## src/design/adc_block_average_iir_angle_defines.svh

```systemverilog
// Assertion macros shared by the block's RTL files.
`ifndef ADC_BLOCK_AVERAGE_IIR_ANGLE_DEFINES_SVH
`define ADC_BLOCK_AVERAGE_IIR_ANGLE_DEFINES_SVH

`ifndef SYNTHESIS
// same-cycle implication, sampled on clk, off during reset
`define ABAI_ASSERT_IMP(name, ante, cons) \
  name: assert property (@(posedge clk) disable iff (!rst_n) (ante) |-> (cons)) \
    else $error("assertion failed");
// next-cycle implication
`define ABAI_ASSERT_NEXT(name, ante, cons) \
  name: assert property (@(posedge clk) disable iff (!rst_n) (ante) |=> (cons)) \
    else $error("assertion failed");
`else
`define ABAI_ASSERT_IMP(name, ante, cons)
`define ABAI_ASSERT_NEXT(name, ante, cons)
`endif

`endif

```

## src/design/abai_pkg.sv

```systemverilog
// Shared constants, types and codes of the block average / IIR / angle block.
package abai_pkg;

  localparam int BLOCK_SAMPLES = 2048;
  localparam int DECIMATION    = 8;
  localparam int SAMPLE_BITS   = 12;

  // taken samples per block; must be a power of two (average is a shift)
  localparam int TAKEN_COUNT = (BLOCK_SAMPLES + DECIMATION - 1) / DECIMATION;
  localparam int AVG_SHIFT   = $clog2(TAKEN_COUNT);

  localparam int POS_W = $clog2(BLOCK_SAMPLES);
  localparam int DEC_W = (DECIMATION > 1) ? $clog2(DECIMATION) : 1;
  localparam int SUM_W = SAMPLE_BITS + AVG_SHIFT;

  localparam int FRAC_BITS   = 16;
  localparam int Y_W         = SAMPLE_BITS + FRAC_BITS;
  localparam int DIFF_W      = Y_W + 1;
  localparam int GAIN_W      = 17;
  localparam int COUNT_W     = 12;
  localparam int SLOPE_W     = 16;
  localparam int ANGLE_W     = 16;
  localparam int COEF_W      = GAIN_W + 1;
  localparam int PROD_W      = COEF_W + DIFF_W;
  localparam int ANGLE_SHIFT = 24;
  localparam int ANGLE_MAX_Q8 = 46080;

  localparam int CFG_DATA_W = 17;
  localparam int CFG_IDX_W  = 2;

  localparam logic [GAIN_W-1:0]  GAIN_RST    = GAIN_W'(6554);
  localparam logic [COUNT_W-1:0] COUNT_RST   = COUNT_W'(300);
  localparam logic [SLOPE_W-1:0] SLOPE_RST   = SLOPE_W'(3370);
  localparam logic [ANGLE_W-1:0] ANG_OFF_RST = ANGLE_W'(0);

  typedef enum logic [CFG_IDX_W-1:0] {
    CFG_FILTER_GAIN  = 2'd0,
    CFG_COUNT_OFFSET = 2'd1,
    CFG_SLOPE        = 2'd2,
    CFG_ANGLE_OFFSET = 2'd3
  } cfg_idx_t;

  typedef enum logic [1:0] {
    CLAMP_NONE = 2'd0,
    CLAMP_LOW  = 2'd1,
    CLAMP_HIGH = 2'd2
  } clamp_t;

  typedef enum logic [2:0] {
    ST_ACC,
    ST_FILT_MUL,
    ST_FILT_UPD,
    ST_ANG_MUL,
    ST_ANG_OUT
  } seq_state_t;

  typedef enum logic {
    MAC_FILTER,
    MAC_ANGLE
  } mac_sel_t;

  typedef struct packed {
    logic     load;
    mac_sel_t sel;
  } mac_ctrl_t;

endpackage

```

## src/design/abai_accum.sv

```systemverilog
// Sample position, decimation phase and block sum; latches the block average.
`include "adc_block_average_iir_angle_defines.svh"

module abai_accum (
  input  logic                         clk,
  input  logic                         rst_n,
  input  logic                         take_en,
  input  logic [abai_pkg::SAMPLE_BITS-1:0] sample,
  output logic                         block_done,
  output logic [abai_pkg::Y_W-1:0]     avg
);
  import abai_pkg::*;

  logic [POS_W-1:0] pos_r, pos_nxt;
  logic [DEC_W-1:0] phase_r, phase_nxt;
  logic [SUM_W-1:0] sum_r, sum_nxt;
  logic [Y_W-1:0]   avg_r;
  logic [SUM_W-1:0] sum_add;
  logic [SUM_W+FRAC_BITS-1:0] scaled;
  logic             last_pos;

  assign last_pos   = (pos_r == POS_W'(BLOCK_SAMPLES - 1));
  assign sum_add    = sum_r + ((phase_r == '0) ? SUM_W'(sample) : '0);
  assign scaled     = {sum_add, {FRAC_BITS{1'b0}}} >> AVG_SHIFT;
  assign block_done = take_en & last_pos;
  assign avg        = avg_r;

  always_comb begin
    pos_nxt   = pos_r;
    phase_nxt = phase_r;
    sum_nxt   = sum_r;
    if (take_en) begin
      if (last_pos) begin
        pos_nxt   = '0;
        phase_nxt = '0;
        sum_nxt   = '0;
      end else begin
        pos_nxt   = pos_r + 1'b1;
        phase_nxt = (phase_r == DEC_W'(DECIMATION - 1)) ? '0 : phase_r + 1'b1;
        sum_nxt   = sum_add;
      end
    end
  end

  always_ff @(posedge clk) begin
    if (!rst_n) begin
      pos_r   <= '0;
      phase_r <= '0;
      sum_r   <= '0;
    end else begin
      pos_r   <= pos_nxt;
      phase_r <= phase_nxt;
      sum_r   <= sum_nxt;
    end
  end

  always_ff @(posedge clk) begin
    if (block_done) begin
      avg_r <= Y_W'(scaled);
    end
  end

  // block start must line up with decimation phase zero
  `ABAI_ASSERT_IMP(a_phase_at_start, pos_r == '0, phase_r == '0)

endmodule

```

## src/design/abai_mac.sv

```systemverilog
// Shared signed multiplier: coefficient times difference, registered product.
module abai_mac (
  input  logic                          clk,
  input  abai_pkg::mac_ctrl_t           ctrl,
  input  logic [abai_pkg::GAIN_W-1:0]   gain,
  input  logic [abai_pkg::SLOPE_W-1:0]  slope,
  input  logic [abai_pkg::COUNT_W-1:0]  count_offset,
  input  logic [abai_pkg::Y_W-1:0]      avg,
  input  logic [abai_pkg::Y_W-1:0]      y,
  output logic signed [abai_pkg::PROD_W-1:0] prod
);
  import abai_pkg::*;

  logic signed [COEF_W-1:0] coef;
  logic signed [DIFF_W-1:0] diff;
  logic signed [PROD_W-1:0] prod_r, prod_nxt;
  logic [Y_W-1:0]           off_shift;

  assign off_shift = Y_W'({count_offset, {FRAC_BITS{1'b0}}});

  always_comb begin
    case (ctrl.sel)
      MAC_FILTER: begin
        coef = $signed({1'b0, gain});
        diff = $signed({1'b0, avg}) - $signed({1'b0, y});
      end
      MAC_ANGLE: begin
        coef = $signed(COEF_W'(slope));
        diff = $signed({1'b0, y}) - $signed({1'b0, off_shift});
      end
      default: begin
        coef = '0;
        diff = '0;
      end
    endcase
    prod_nxt = coef * diff;
  end

  always_ff @(posedge clk) begin
    if (ctrl.load) begin
      prod_r <= prod_nxt;
    end
  end

  assign prod = prod_r;

endmodule

```

## src/design/abai_seq.sv

```systemverilog
// Sequencer: filter state, saturation, angle clamp and output register.
`include "adc_block_average_iir_angle_defines.svh"

module abai_seq (
  input  logic                               clk,
  input  logic                               rst_n,
  output logic                               in_ready,
  input  logic                               block_done,
  input  logic signed [abai_pkg::PROD_W-1:0] prod,
  input  logic [abai_pkg::ANGLE_W-1:0]       angle_offset,
  output abai_pkg::mac_ctrl_t                mac_ctrl,
  output logic [abai_pkg::Y_W-1:0]           y,
  output logic                               out_valid,
  input  logic                               out_ready,
  output logic [abai_pkg::ANGLE_W-1:0]       out_angle,
  output logic [1:0]                         out_clamp
);
  import abai_pkg::*;

  seq_state_t state_r, state_nxt;
  logic [Y_W-1:0]     y_r, y_nxt;
  logic               out_valid_r, out_valid_nxt;
  logic [ANGLE_W-1:0] out_angle_r, angle_nxt;
  clamp_t             out_clamp_r, clamp_nxt;
  logic               out_load;
  logic signed [PROD_W:0] y_sum;
  logic signed [PROD_W:0] angle_sum;

  // next state and unit control
  always_comb begin
    state_nxt     = state_r;
    in_ready      = 1'b0;
    mac_ctrl.load = 1'b0;
    mac_ctrl.sel  = MAC_FILTER;
    out_load      = 1'b0;
    case (state_r)
      ST_ACC: begin
        in_ready = 1'b1;
        if (block_done) begin
          state_nxt = ST_FILT_MUL;
        end
      end
      ST_FILT_MUL: begin
        mac_ctrl.load = 1'b1;
        state_nxt     = ST_FILT_UPD;
      end
      ST_FILT_UPD: begin
        state_nxt = ST_ANG_MUL;
      end
      ST_ANG_MUL: begin
        mac_ctrl.load = 1'b1;
        mac_ctrl.sel  = MAC_ANGLE;
        state_nxt     = ST_ANG_OUT;
      end
      ST_ANG_OUT: begin
        if (!out_valid_r || out_ready) begin
          out_load  = 1'b1;
          state_nxt = ST_ACC;
        end
      end
      default: state_nxt = ST_ACC;
    endcase
  end

  // y + floor(alpha*diff / 2^16), saturated to the Q12.16 range
  always_comb begin
    y_sum = (PROD_W+1)'($signed({1'b0, y_r})) + (PROD_W+1)'(prod >>> FRAC_BITS);
    y_nxt = y_r;
    if (state_r == ST_FILT_UPD) begin
      if (y_sum[PROD_W]) begin
        y_nxt = '0;
      end else if (|y_sum[PROD_W-1:Y_W]) begin
        y_nxt = '1;
      end else begin
        y_nxt = Y_W'(y_sum);
      end
    end
  end

  // angle = offset + floor(slope*diff / 2^24), clamped to 0..180 deg
  always_comb begin
    angle_sum = (PROD_W+1)'(prod >>> ANGLE_SHIFT)
              + (PROD_W+1)'($signed({1'b0, angle_offset}));
    if (angle_sum[PROD_W]) begin
      angle_nxt = '0;
      clamp_nxt = CLAMP_LOW;
    end else if (angle_sum > (PROD_W+1)'(ANGLE_MAX_Q8)) begin
      angle_nxt = ANGLE_W'(ANGLE_MAX_Q8);
      clamp_nxt = CLAMP_HIGH;
    end else begin
      angle_nxt = ANGLE_W'(angle_sum);
      clamp_nxt = CLAMP_NONE;
    end
  end

  assign out_valid_nxt = out_load | (out_valid_r & ~out_ready);

  always_ff @(posedge clk) begin
    if (!rst_n) begin
      state_r     <= ST_ACC;
      y_r         <= '0;
      out_valid_r <= 1'b0;
    end else begin
      state_r     <= state_nxt;
      y_r         <= y_nxt;
      out_valid_r <= out_valid_nxt;
    end
  end

  always_ff @(posedge clk) begin
    if (out_load) begin
      out_angle_r <= angle_nxt;
      out_clamp_r <= clamp_nxt;
    end
  end

  assign y         = y_r;
  assign out_valid = out_valid_r;
  assign out_angle = out_angle_r;
  assign out_clamp = out_clamp_r;

  `ABAI_ASSERT_NEXT(a_filt_order, state_r == ST_FILT_MUL, state_r == ST_FILT_UPD)
  `ABAI_ASSERT_IMP(a_clamp_high, out_valid_r && out_clamp_r == CLAMP_HIGH, out_angle_r == ANGLE_W'(ANGLE_MAX_Q8))
  `ABAI_ASSERT_IMP(a_clamp_low, out_valid_r && out_clamp_r == CLAMP_LOW, out_angle_r == '0)
  `ABAI_ASSERT_IMP(a_done_in_acc, block_done, state_r == ST_ACC)

endmodule

```

## src/design/adc_block_average_iir_angle.sv

```systemverilog
// After the transaction carrying a block's last sample, the sequencer steps
//   through FILT_MUL, FILT_UPD, ANG_MUL and ANG_OUT, then out_valid rises. One sample
//   per cycle within a block; between blocks come the two passes through the multiplier.
// in_ready drops in those states, and stays low while a finished result waits.
// Reset (rst_n, synchronous, active low): registers to defaults, position, sum and
//   filter state to zero, no result pending.
module adc_block_average_iir_angle (
  input  logic                                 clk,
  input  logic                                 rst_n,
  input  logic                                 in_valid,
  output logic                                 in_ready,
  input  logic [abai_pkg::SAMPLE_BITS-1:0]     in_sample,
  output logic                                 out_valid,
  input  logic                                 out_ready,
  output logic [abai_pkg::ANGLE_W-1:0]         out_angle_q8,
  output logic [1:0]                           out_clamp_status,
  input  logic                                 cfg_wr_en,
  input  logic [abai_pkg::CFG_IDX_W-1:0]       cfg_index,
  input  logic [abai_pkg::CFG_DATA_W-1:0]      cfg_wdata
);
  import abai_pkg::*;

  // configuration registers; software must write them only while idle; not enforced
  logic [GAIN_W-1:0]  gain_r;
  logic [COUNT_W-1:0] count_off_r;
  logic [SLOPE_W-1:0] slope_r;
  logic [ANGLE_W-1:0] angle_off_r;

  logic               take_en;
  logic               block_done;
  logic [Y_W-1:0]     avg;
  logic [Y_W-1:0]     y;
  logic signed [PROD_W-1:0] prod;
  mac_ctrl_t          mac_ctrl;

  always_ff @(posedge clk) begin
    if (!rst_n) begin
      gain_r      <= GAIN_RST;
      count_off_r <= COUNT_RST;
      slope_r     <= SLOPE_RST;
      angle_off_r <= ANG_OFF_RST;
    end else if (cfg_wr_en) begin
      case (cfg_idx_t'(cfg_index))
        CFG_FILTER_GAIN:  gain_r      <= cfg_wdata[GAIN_W-1:0];
        CFG_COUNT_OFFSET: count_off_r <= cfg_wdata[COUNT_W-1:0];
        CFG_SLOPE:        slope_r     <= cfg_wdata[SLOPE_W-1:0];
        CFG_ANGLE_OFFSET: angle_off_r <= cfg_wdata[ANGLE_W-1:0];
        default: ;
      endcase
    end
  end

  // a sample transaction
  assign take_en = in_valid & in_ready;

  // running decimated sum; average latched on the block's last sample
  abai_accum u_accum (
    .clk        (clk),
    .rst_n      (rst_n),
    .take_en    (take_en),
    .sample     (in_sample),
    .block_done (block_done),
    .avg        (avg)
  );

  // one multiplier, used for alpha*(avg - y) and then slope*(y - offset)
  abai_mac u_mac (
    .clk          (clk),
    .ctrl         (mac_ctrl),
    .gain         (gain_r),
    .slope        (slope_r),
    .count_offset (count_off_r),
    .avg          (avg),
    .y            (y),
    .prod         (prod)
  );

  // steps the multiplier, keeps y, clamps and holds the result
  abai_seq u_seq (
    .clk          (clk),
    .rst_n        (rst_n),
    .in_ready     (in_ready),
    .block_done   (block_done),
    .prod         (prod),
    .angle_offset (angle_off_r),
    .mac_ctrl     (mac_ctrl),
    .y            (y),
    .out_valid    (out_valid),
    .out_ready    (out_ready),
    .out_angle    (out_angle_q8),
    .out_clamp    (out_clamp_status)
  );

endmodule

```

## config.mk

```make
export PLATFORM = sky130hd
export DESIGN_NAME = adc_block_average_iir_angle
export DESIGN_NICKNAME = d
export VERILOG_FILES = /design/src/design/abai_pkg.sv /design/src/design/abai_accum.sv /design/src/design/abai_mac.sv /design/src/design/abai_seq.sv /design/src/design/adc_block_average_iir_angle.sv
export VERILOG_INCLUDE_DIRS = /design/src /design/src/design
export SDC_FILE = /design/constraint.sdc
export NUM_CORES = 2
export LEC_CHECK = 0
export BUFFER_PORTS_ARGS = -buffer_cell sky130_fd_sc_hd__buf_2
export CORE_ASPECT_RATIO = 1.2
export CORE_MARGIN = 3
export CORE_UTILIZATION = 60
export DETAILED_ROUTE_END_ITERATION = 16
export HOLD_SLACK_MARGIN = 0.08
export PLACE_DENSITY = 0.86
export SYNTH_ARGS = -nofsm -noshare
export SYNTH_HDL_FRONTEND = slang
export SYNTH_SLANG_ARGS = --single-unit
```

## constraint.sdc

```tcl
create_clock -name clk -period 19.8 [get_ports clk]
set_input_delay 0.99 -clock clk [delete_from_list [all_inputs] [get_ports clk]]
set_output_delay 0.99 -clock clk [all_outputs]
set_load 0.01 [all_outputs]
```

# Yosys cells after proc, flatten, opt, wreduce, memory -nomap -nowiden
# Index checks and enable logic that the tools add are counted.
# classes
n_addsub	7
mul	1
magnitude_cmp	1
eq_ne	11
mux	19
n_bitwise	6
reduce_logical	13
# op_table
operator	count
$pmux 29 s2	1
$sub 28x28->29	2
$mux 28	2
$gt 48x17->1 const B	1
$mul 18x29->47	1
$pmux 18 s2	1
$add 29x31->32	1
$add 23x17->24	1
$add 20x20->20	1
$mux 20	1
$reduce_or 19->1	1
$mux 16	1
$pmux 3 s5	1
$mux 12	1
$mux 3	4
$add 11x1->11 const B	1
$eq 11x11->1 const B	1
$mux 11	1
$reduce_and 2->1	5
$eq 3x2->1 const B	2
$eq 3x3->1 const B	2
$logic_not 3->1	2
$mux 1	5
$eq 2x2->1 const B	2
other kinds (13)	17
# word_totals
reg_bits	212
input_bits	36
output_inout_bits	20
word_cells	73

# Longest topological paths before layout
# logic_depth
ltp_word	6
mapped_depth	34
depth_no_buf	33

# Hierarchy
# Synthesis repeated with hierarchy kept, for this count alone.
# hier_totals
cells_unflattened	3522
hier_area_um2	31639.1
# by_module_without_submodules
module	n_inst	cells_each	area_per_inst_um2	seq_area_each_um2
abai_mac	1	2443	21615.7	1411.4
abai_seq	1	545	4620.7	1181.1
abai_accum	1	296	2969.1	1281.2
adc_block_average_iir_angle	1	238	2433.6	1221.2

# Least setup slack after synthesis
# No wires, ideal clock.
# synth_timing
path_type	reg2reg
startpoint	register u_seq.state_r[0]
endpoint	register u_mac.prod_r[46] (netlist: u_mac.prod[46]), data pin
setup_ns	0.266
t_arrival_ns	8.820
t_required_ns	19.534
slack_ns	10.714
stages_incl_launch_ff	31
path_buffers	4
period_less_slack_ns	9.086
cell_sequence	dfxtp_1 > nor2b_1 > and2_1 > clkbuf_1 > clkbuf_1 > nand2_1 > nand2_1 > clkbuf_1 > buf_1 > nand2_1 > fa_1 > inv_1 > fa_1 > inv_1 > fa_1 > inv_1 > fa_1 > fa_1 > inv_1 > fa_1 > inv_1 > ha_1 > nand3_1 > a31oi_1 > a21oi_1 > a31o_2 > a211o_1 > and2_1 > o21ai_0 > mux2i_1 > nand4_1
# synth_via
elab_chain_len	5
word_cells_on_any_way	6
classes_between	mul (1); eq/ne (1); mux (3); bitwise (1)
# synth_lines
element	line_no	rtl
start: declaration	abai_seq.sv:20	seq_state_t state_r, state_nxt;
start signal: assignment	abai_seq.sv:104	state_r <= state_nxt;
$eq 3x2->1 (*)	abai_seq.sv:36	case (state_r)
$mux 1 (*)	abai_seq.sv:36	
$not 1->1	abai_mac.sv:22	case (ctrl.sel)
$pmux 18 s2 / $pmux 29 s2 (equally long branches)	abai_mac.sv:22	
$mul 18x29->47 (*)	abai_mac.sv:36	prod_nxt = coef * diff;
via u_mac.prod_nxt[46]	abai_mac.sv:16	logic signed [PROD_W-1:0] prod_r, prod_nxt;
end signal: assignment	abai_mac.sv:41	prod_r <= prod_nxt;
end: declaration	abai_mac.sv:16	
# Mark *: on every way through the listed nets, which the timed path passes. The rest lies on a longest branch. The select of a mux whose other input is x is not followed.
# A chain may end at the register's enable or synchronous reset.

# Final worst setup path
# layout_timing
startpoint	register u_seq.y_r[9] (netlist: u_seq.y[9])
endpoint	register u_mac.prod_r[41] (netlist: u_mac.prod[41]), data pin
# layout_via
elab_chain_len	3
word_cells_on_any_way	4
classes_between	add/sub (2); mul (1); mux (1)
# layout_lines
element	line_no	rtl
start: declaration	abai_seq.sv:21	logic [Y_W-1:0] y_r, y_nxt;
start signal: assignment	abai_seq.sv:105	y_r <= y_nxt;
$sub 28x28->29, on equally long branches	abai_mac.sv:29, abai_mac.sv:25	
$pmux 29 s2 (*)	abai_mac.sv:22	
$mul 18x29->47 (*)	abai_mac.sv:36	
via u_mac.prod_nxt[41]	abai_mac.sv:16	
# Mark *: on every way through the listed nets, which the timed path passes. The rest lies on a longest branch.

==> metrics.txt <==
initial DRC count 2501; final core utilization 0.6376; most frequent cells in the layout inv_1, fa_1, nand2_1, nor2_1, ha_1; Ys Warns 0; critical path's slowest cell mux2i_1; Leakage 0.01503 µW; synth-to-layout area growth 4.922%; row count 88; Pins Over Slew Limit 0; max cap viols 0; Synth area leader fa_1; synthesized area 29310 µm²; Chip Height 248.1 µm; RSZ-0062 raised after global routing no; Vias 24180; Fill cells 3915; critical path fanouts, max 7; final wirelength 84.79 mm; dpl hpwl 66.78 mm; Syn Nets 4048; Num CTS Buffers 17; post-CTS setup buffer count 0; status complete, no violations; clock buffer depth 2; Crit. End Element flip-flop; Slowest Stage Delay on Critical Path 1.01 ns; Yosys reg bits 196; clk_skew 0.01363 ns; Synth top area share 0.3265; CP delay by family, top adder cells; fraction of layout cells with a size suffix above 1 0.05249; clk slew on worst S/H paths 0.08 ns; Power Density 74.77 nW/µm²; die width 207.8 µm; nets@finish 4037; Seq. cell area 4614 µm²; maximum clock frequency 0.1047 GHz; Hold WC Path Type reg2reg; WP data arrival 9.75 ns; first-pass GRT wire length 135.4 mm; grt total ovfl 0; mean post-synth cell area 8.796 µm²; total core area 48230 µm²; gpl congestion 1.024; post_cts resized 0; commonest non-fill, non-tap cell in the layout inv_1; final setup vio count 0; multi-input logic area 21770 µm²; CTS Root Cell clkbuf_16; Startpoint Class flip-flop; largest net degree at the start of global routing 103; max_slew headroom 0.07633; sequential element share of the synthesized area 0.1574; CTS Sinks 196; Via density 6.100; Post-synth EDFFs 69; CP Class reg2reg; synth top area cells fa_1, dfxtp_1, ha_1; Post-Syn Instances 3332; worst slew pin tran 1.376 ns; vias in the first global route 25290; Overall Global Routing Usage 0.3369; Top FF cell, synth dfxtp_1; fin crit share 0.4825; CTS Hold Bufs 0; maximum vdd ir drop 0.0001026 V; Die Footprint 51550 µm²; Req. time, crit path 20.00 ns; antenna cells 0; TritonCTS clock tree yes; unique cell type count in the Yosys netlist 88; number of remaining DRC errors 0; DRT antenna net count 0; H-tree levels 4; initial antenna violation count 0; min Tclk post-route 9.554 ns; most used cell along the critical path fa_1; Hold Vio Cnt, Final 0; fraction of registers with async set or reset after synthesis 0; setup TNS 0 ns; Worst-Skew Late Latency 0.45 ns; I/O Pins 56; wire per inst 21.39 µm; worst path bufs/invs 4; Port Buffers 55; DR pass1 iterations 8; starting density of the core 0.6077
## flip-flops by register name, indices dropped and copies added, names as in the netlist, 2 cells and up
| name | cells |
|---|---|
| angle_off_r | 16 |
| count_off_r | 12 |
| gain_r | 17 |
| slope_r | 16 |
| u_accum.avg | 20 |
| u_accum.phase_r | 3 |
| u_accum.pos_r | 11 |
| u_accum.sum_r | 20 |
| u_mac.prod | 31 |
| u_seq.out_angle | 16 |
| u_seq.out_clamp | 2 |
| u_seq.state_r | 3 |
| u_seq.y | 28 |
## final timing paths
kind                                     from                          end  slack (ns)  cells past startpoint
setup / recovery      u_seq.y[9]$_SDFFE_PN0P_     u_mac.prod[41]$_DFFE_PP_       10.25                     30
hold / removal    count_off_r[4]$_SDFFE_PN0P_  count_off_r[4]$_SDFFE_PN0P_        0.47                      2
hold reg to reg   count_off_r[4]$_SDFFE_PN0P_  count_off_r[4]$_SDFFE_PN0P_        0.47                      2
setup reg to reg      u_seq.y[9]$_SDFFE_PN0P_     u_mac.prod[41]$_DFFE_PP_       10.25                     30
## metrics by stage
| step | cells | hold WS [ns] | power [µW] | setup WS (ns) | area (µm²) |
|---|---|---|---|---|---|
| final | 3964 | 0.4727 | 2299 | 10.25 | 30750 |
| after global routing | 3964 | 0.4942 | 2459 | 9.731 | 30750 |
| after CTS | 3964 | 0.4755 | 2267 | 10.42 | 30750 |
| after detailed placement | 3932 | 0.4645 | 1920 | 10.46 | 30180 |
| after global placement | 3931 | 0.4545 | 1881 | 10.58 | 30160 |
| after floorplan | 3332 | 0.4435 | 1490 | 10.71 | 29310 |
## cell type report
| class | instances | share of cell area |
|---|---|---|
| Clock buffer | 18 | 0.01396 |
| Clock inverter | 14 | 0.004638 |
| Inverter | 646 | 0.07885 |
| Multi-Input combinational cell | 2365 | 0.7079 |
| Sequential cell | 196 | 0.1501 |
| Tap cell | 630 | 0.02563 |
| Timing Repair Buffer | 95 | 0.01896 |
## power by group
part           switching (µW)  internal (µW)
Combinational             900            549
Clock                     169            178
Sequential               7.28            496
Total                    1080           1220
## cell families (layout without fill, tap and decap cells)
family	Yosys count	count (layout)	synth area share
compound gates	529	529	0.1297
mux	9	9	0.003202
xor+xnor	126	126	0.03817
flops	196	196	0.1574
fa+ha+maj	680	680	0.4127
simple gates	1021	1021	0.1576
buf+inv	771	773	0.1012
## worst register-to-register path: cells and delay by family, from the launching register on
| kind | cells | cell delay (ns) |
|---|---|---|
| flip-flops | 1 | 0.37 |
| AND/OR/NAND/NOR | 4 | 0.67 |
| XOR/XNOR | 2 | 0.31 |
| adder cells (fa/ha/maj) | 8 | 3.67 |
| buffers and inverters | 4 | 0.26 |
| AO/OA/AOI/OAI | 11 | 3.03 |
| multiplexers | 1 | 1.01 |
## synthesized netlist by cell type (all sizes together), types with 15 or more instances
master / count
inv: 646
fa: 478
nand2: 444
nor2: 262
ha: 202
dfxtp: 127
clkbuf: 100
a21oi: 89
xnor2: 73
edfxtp: 69
o21ai: 67
a21o: 58
a21boi: 54
and2: 53
xor2: 53
nor2b: 52
nand3: 47
nor3: 42
o22ai: 36
o21a: 31
a221o: 30
nand2b: 25
buf: 23
a22oi: 22
and3: 22
a211oi: 20
o22a: 15
## routing by layer
metal	GRT usage	vias up	share of wire
met5	0	-	0
met4	0.2658	0	0.11
met3	0.05996	500	0.088
met2	0.5671	1365	0.47
met1	0.3827	11700	0.34
li1	-	10620	-
(Power assumes the default switching activity.)
